==> src/hvd_pkg.sv <==
// Shared constants for the haversine distance pipeline.
// Holds the CORDIC arctangent table, fixed-point constants and stage widths.
// No dependencies.
package hvd_pkg;

   localparam int CORDIC_STEPS = 31;
   localparam int ISQRT_STEPS = 31;
   localparam int DIV_NUM_W = 38;

   // Rotation start value: inverse CORDIC gain in Q30
   localparam logic signed [33:0] CORDIC_GAIN_INV = 34'sd652032874;

   localparam logic [30:0] ONE_Q30 = 31'd1073741824;
   localparam logic [32:0] RECIP_45 = 33'd6108397932;
   localparam logic [30:0] DIST_SCALE = 31'd1311708728;

   // Arctangent of 2^-i in binary angle units, one turn = 2^32
   localparam logic [29:0] ATAN_TURNS [0:CORDIC_STEPS-1] = '{
      30'd536870912, 30'd316933406, 30'd167458907, 30'd85004756, 30'd42667331,
      30'd21354465, 30'd10679838, 30'd5340245, 30'd2670163, 30'd1335087,
      30'd667544, 30'd333772, 30'd166886, 30'd83443, 30'd41722,
      30'd20861, 30'd10430, 30'd5215, 30'd2608, 30'd1304,
      30'd652, 30'd326, 30'd163, 30'd81, 30'd41,
      30'd20, 30'd10, 30'd5, 30'd3, 30'd1,
      30'd1
   };

endpackage

==> src/hvd_div45.sv <==
// Degree-to-turn conversion: floor(num / 45) by reciprocal multiply.
// Three register stages: partial products, sum, correction and sign.
// Depends on hvd_pkg.
module hvd_div45 import hvd_pkg::*; (
   input  logic                 clock,
   input  logic                 reset,
   input  logic                 advance,
   input  logic                 in_valid,
   input  logic [DIV_NUM_W-1:0] in_num,
   input  logic                 in_neg,
   output logic                 out_valid,
   output logic [31:0]          out_turn
);

   logic        vld1_ff, vld2_ff, vld3_ff;
   logic [51:0] pp_hi_ff, pp_lo_ff;
   logic [7:0]  num_lo1_ff, num_lo2_ff;
   logic        neg1_ff, neg2_ff;
   logic [32:0] qest_ff;
   logic [31:0] turn_ff;

   logic [70:0] sum_in;
   logic [7:0]  prod45_in;
   logic [7:0]  rem_in;
   logic [31:0] quot_in;
   logic [31:0] turn_in;

   assign sum_in = {pp_hi_ff, 19'b0} + {19'b0, pp_lo_ff};

   // The estimate is low by at most one; the true remainder stays below 90
   always_comb begin
      prod45_in = 8'(qest_ff[7:0] * 8'd45);
      rem_in = num_lo2_ff - prod45_in;
      quot_in = qest_ff[31:0] + ((rem_in >= 8'd45) ? 32'd1 : 32'd0);
      turn_in = neg2_ff ? (32'd0 - quot_in) : quot_in;
   end

   always_ff @(posedge clock) begin
      if (reset) begin
         vld1_ff <= 1'b0;
         vld2_ff <= 1'b0;
         vld3_ff <= 1'b0;
      end else if (advance) begin
         vld1_ff <= in_valid;
         vld2_ff <= vld1_ff;
         vld3_ff <= vld2_ff;
      end
      if (advance) begin
         pp_hi_ff <= 52'(in_num[37:19]) * 52'(RECIP_45);
         pp_lo_ff <= 52'(in_num[18:0]) * 52'(RECIP_45);
         num_lo1_ff <= in_num[7:0];
         neg1_ff <= in_neg;
         qest_ff <= sum_in[70:38];
         num_lo2_ff <= num_lo1_ff;
         neg2_ff <= neg1_ff;
         turn_ff <= turn_in;
      end
   end

   assign out_valid = vld3_ff;
   assign out_turn = turn_ff;

endmodule

==> config.mk <==
export PLATFORM = sky130hd
export DESIGN_NAME = hvd_div45
export DESIGN_NICKNAME = d
export VERILOG_FILES = /design/src/hvd_pkg.sv /design/src/hvd_div45.sv
export SDC_FILE = /design/constraint.sdc
export NUM_CORES = 1
export LEC_CHECK = 0
export BUFFER_PORTS_ARGS = -buffer_cell sky130_fd_sc_hd__buf_2
export CORE_ASPECT_RATIO = 0.7
export CORE_MARGIN = 3
export CORE_UTILIZATION = 35
export DETAILED_ROUTE_END_ITERATION = 7
export PLACE_DENSITY = 0.57
export SLEW_MARGIN = 25
export SYNTH_ARGS = -nofsm -noshare
export SYNTH_HDL_FRONTEND = slang
export SYNTH_SLANG_ARGS = --single-unit
==> constraint.sdc <==
create_clock -name clock -period 7.74 [get_ports clock]
set_input_delay 1.548 -clock clock [delete_from_list [all_inputs] [get_ports clock]]
set_output_delay 1.548 -clock clock [all_outputs]
set_load 0.03 [all_outputs]
==> run_results.csv <==
group,metric,value,unit
outcome,status,"completed",
floorplanning,dieArea,0.0595,mm²
floorplanning,io_pins,76,
timing,period_share,0.926,
route,drtAntennaViolNets,0,
grt,grt_max_degree,95,
placement,port_buffers,75,
cts,clockBufferDepth,2,
layout,diodes,0,
timing,max_freq,0.140,GHz
timing,report.final.slew_viol_count,0,
cts,clkTransAtPathRegs,0.08,ns
yosys,ys_seq_elements,165,
critical_path,end_kind,"flop",
critical_path,crit_arrival,7.35,ns
grt,grt-ovfl-total,0,
floorplanning,fp.coreArea,0.0556,mm²
layout,finalNetCount,2554,
route,vias_per_cell,4.84,
layout,drive_gt1_frac,0.0686,
yosys,synth_area_per_cell,10.4,µm²
route,dr.pass1.iters,5,
floorplanning,initial_core_util,0.356,
critical_path,crit_family,"adder cells",
grt,grt_pass1_vias,13800,
cts,cts_root_buf,"clkbuf_16",
route,first_iter_violations,768,
job,drv_cap,0,
critical_path,crit_chain,"ha_1 > fa_1 > fa_1 > fa_1 > xnor2_1 > xnor2_1 > xnor2_1 > xnor2_1 > xnor2_1 > nor3_1 > a41oi_1 > o32ai_1 > o21ai_0 > ha_1 > ha_1 > nand3_4 > or4b_1 > a211o_1 > a22o_1 > or4_4 > or3b_4 > o21ai_2 > xor2_1",
critical_path,crit_buf_inv,0,
route,vias,13200,
yosys,syn_nets,2477,
yosys,synth_edf_count,162,
timing,min_period,7.16,ns
timing,fin_skew,0.0137,ns
timing,slew_headroom,0.404,
yosys,seq_area_frac_synth,0.249,
grt,antenna_found_initial,0,
floorplanning,rows,72,
cts,cts-htree-levels,4,
placement,hpwl,38900,µm
critical_path,cp_data_required_time,7.93,ns
cts,cts_buffers,17,
timing,fin_tns_setup,0,ns
critical_path,crit_type,"flop to flop",
timing,setup_viol,0,
critical_path,critPathSlowestCell,"or4b_1",
critical_path,crit_path_max_incr_delay,0.56,ns
route,drc_errors,0,
yosys,synth_cell_types,69,
timing,hold_violations,0,
critical_path,critPathLaunchType,"flop",
yosys,syn_inst,1906,
floorplanning,die_y,205,µm
route,wl,44700,µm
floorplanning,die_w,290,µm
timing,max_slew.worst_pin.slew,0.894,ns
cts,clock_sinks,165,
route,wl_per_cell,16.3,µm
worst_hold_path,min_path_type,"flop to flop",
yosys,syn_area,0.0198,mm²
grt,grt_pass1_wl,74000,µm
timing,rsz0062_at_grt,"no",
layout,area_delta_synth_final,9.70,%
critical_path,cpMostUsedCell,"xnor2_1",
yosys,synthArstFlopShare,0,
cts,cts_resized,0,
cts,post_cts_buffers,0,
yosys,ys.flop_type,"edfxtp_1",
cts,cts_hold_buf,0,
cts,cts_tree,"built",
placement,gp_congestion,0.904,
critical_path,crit_fanout,12,
yosys,yosysWarnings,0,
grt,grt.total_usage,0.156,
cts,clock_latency,0.44,ns
==> Yosys cell counts (all sizes together) (29+ instances only) <==
library cell    n  area, µm²
nand2          73        274
xor2           70        613
nor2           59        221
nand3          41        218
clkbuf         29        109
edfxtp        162       4860
o21ai          69        353
ha            328       4100
inv           373       1400
fa            200       4000
a21o           48        360
xnor2         112        981
a21oi          98        490
==> stage by stage <==
stage	hold WS (ns)	setup WS [ns]	cell area (µm²)	utilization	instances
floorplan	0.400	0.642	19800	-	1906
global placement	0.404	0.293	21100	0.379	2703
detailed placement	0.405	0.211	21100	0.379	2704
CTS	0.422	0.550	21700	0.391	2736
global route	0.420	0.118	21700	0.391	2736
finish	0.421	0.576	21700	0.391	2736
==> path summary, 6_finish.rpt <==
check	start	cells after the start	end	slack [ns]
max	qest_ff[3]$_DFFE_PP_	23	out_turn[28]$_DFFE_PP_	0.58
max reg2reg	qest_ff[3]$_DFFE_PP_	23	out_turn[28]$_DFFE_PP_	0.58
min reg2reg	num_lo1_ff[0]$_DFFE_PP_	0	num_lo2_ff[0]$_DFFE_PP_	0.42
min	num_lo1_ff[0]$_DFFE_PP_	0	num_lo2_ff[0]$_DFFE_PP_	0.42
==> layout by cell type (no fill, tap or decap), drive strengths merged, types with 5 or more instances in the layout <==
master / instances
o21a: 9
nand2b: 17
and4: 8
a21o: 48
a31oi: 19
o2111ai: 7
inv: 378
mux2i: 6
xor2: 70
nor2: 59
nor3: 21
a21oi: 98
ha: 328
clkinv: 10
and2: 5
nand2: 73
and3: 15
fa: 200
o211ai: 10
nor2b: 14
xnor2: 112
o21ai: 69
nand4: 24
clkbuf: 17
buf: 92
edfxtp: 162
a211oi: 8
o21bai: 11
nand3: 41
==> state kept, by name (all words and copies together) (netlist names) <==
signal and count:
out_turn 32, neg1_ff 1, num_lo1_ff 8, num_lo2_ff 8
vld2_ff 1, pp_lo_ff 31, pp_hi_ff 49, neg2_ff 1
qest_ff 32, vld1_ff 1, out_valid 1
==> metal layers <==
metal | part of all wire | global-route usage | vias to the layer above
li1 | - | - | 6634
met1 | 0.52 | 0.237 | 6301
met2 | 0.40 | 0.224 | 285
met3 | 0.065 | 0.0430 | 18
met4 | 0.0064 | 0.0227 | 0
met5 | 0 | 0 | -
==> area by class of cell <==
cell class | instances | area, µm²
fillers | 5416 | 33900
multi-input cells | 1334 | 13300
flip-flops and latches | 165 | 4920
inverters | 373 | 1400
well taps | 740 | 926
repair buffers | 92 | 517
clock buffers | 17 | 425
clock inverters | 15 | 204
==> logic make-up (layout without fill, tap and decap cells) <==
family	count (synthesis)	in the layout	synth area share
muxes	7	7	0.00360
and+or+nand+nor	296	296	0.0762
DFF	165	165	0.249
AOI/OAI and AO/OA	321	321	0.103
buffers and inverters	407	497	0.0784
xor gates and xnor gates	182	182	0.0805
adders and majority gates	528	528	0.410
Power is not shown: default switching activity piles up to over one toggle a cycle in this logic, so the estimate is an artifact.
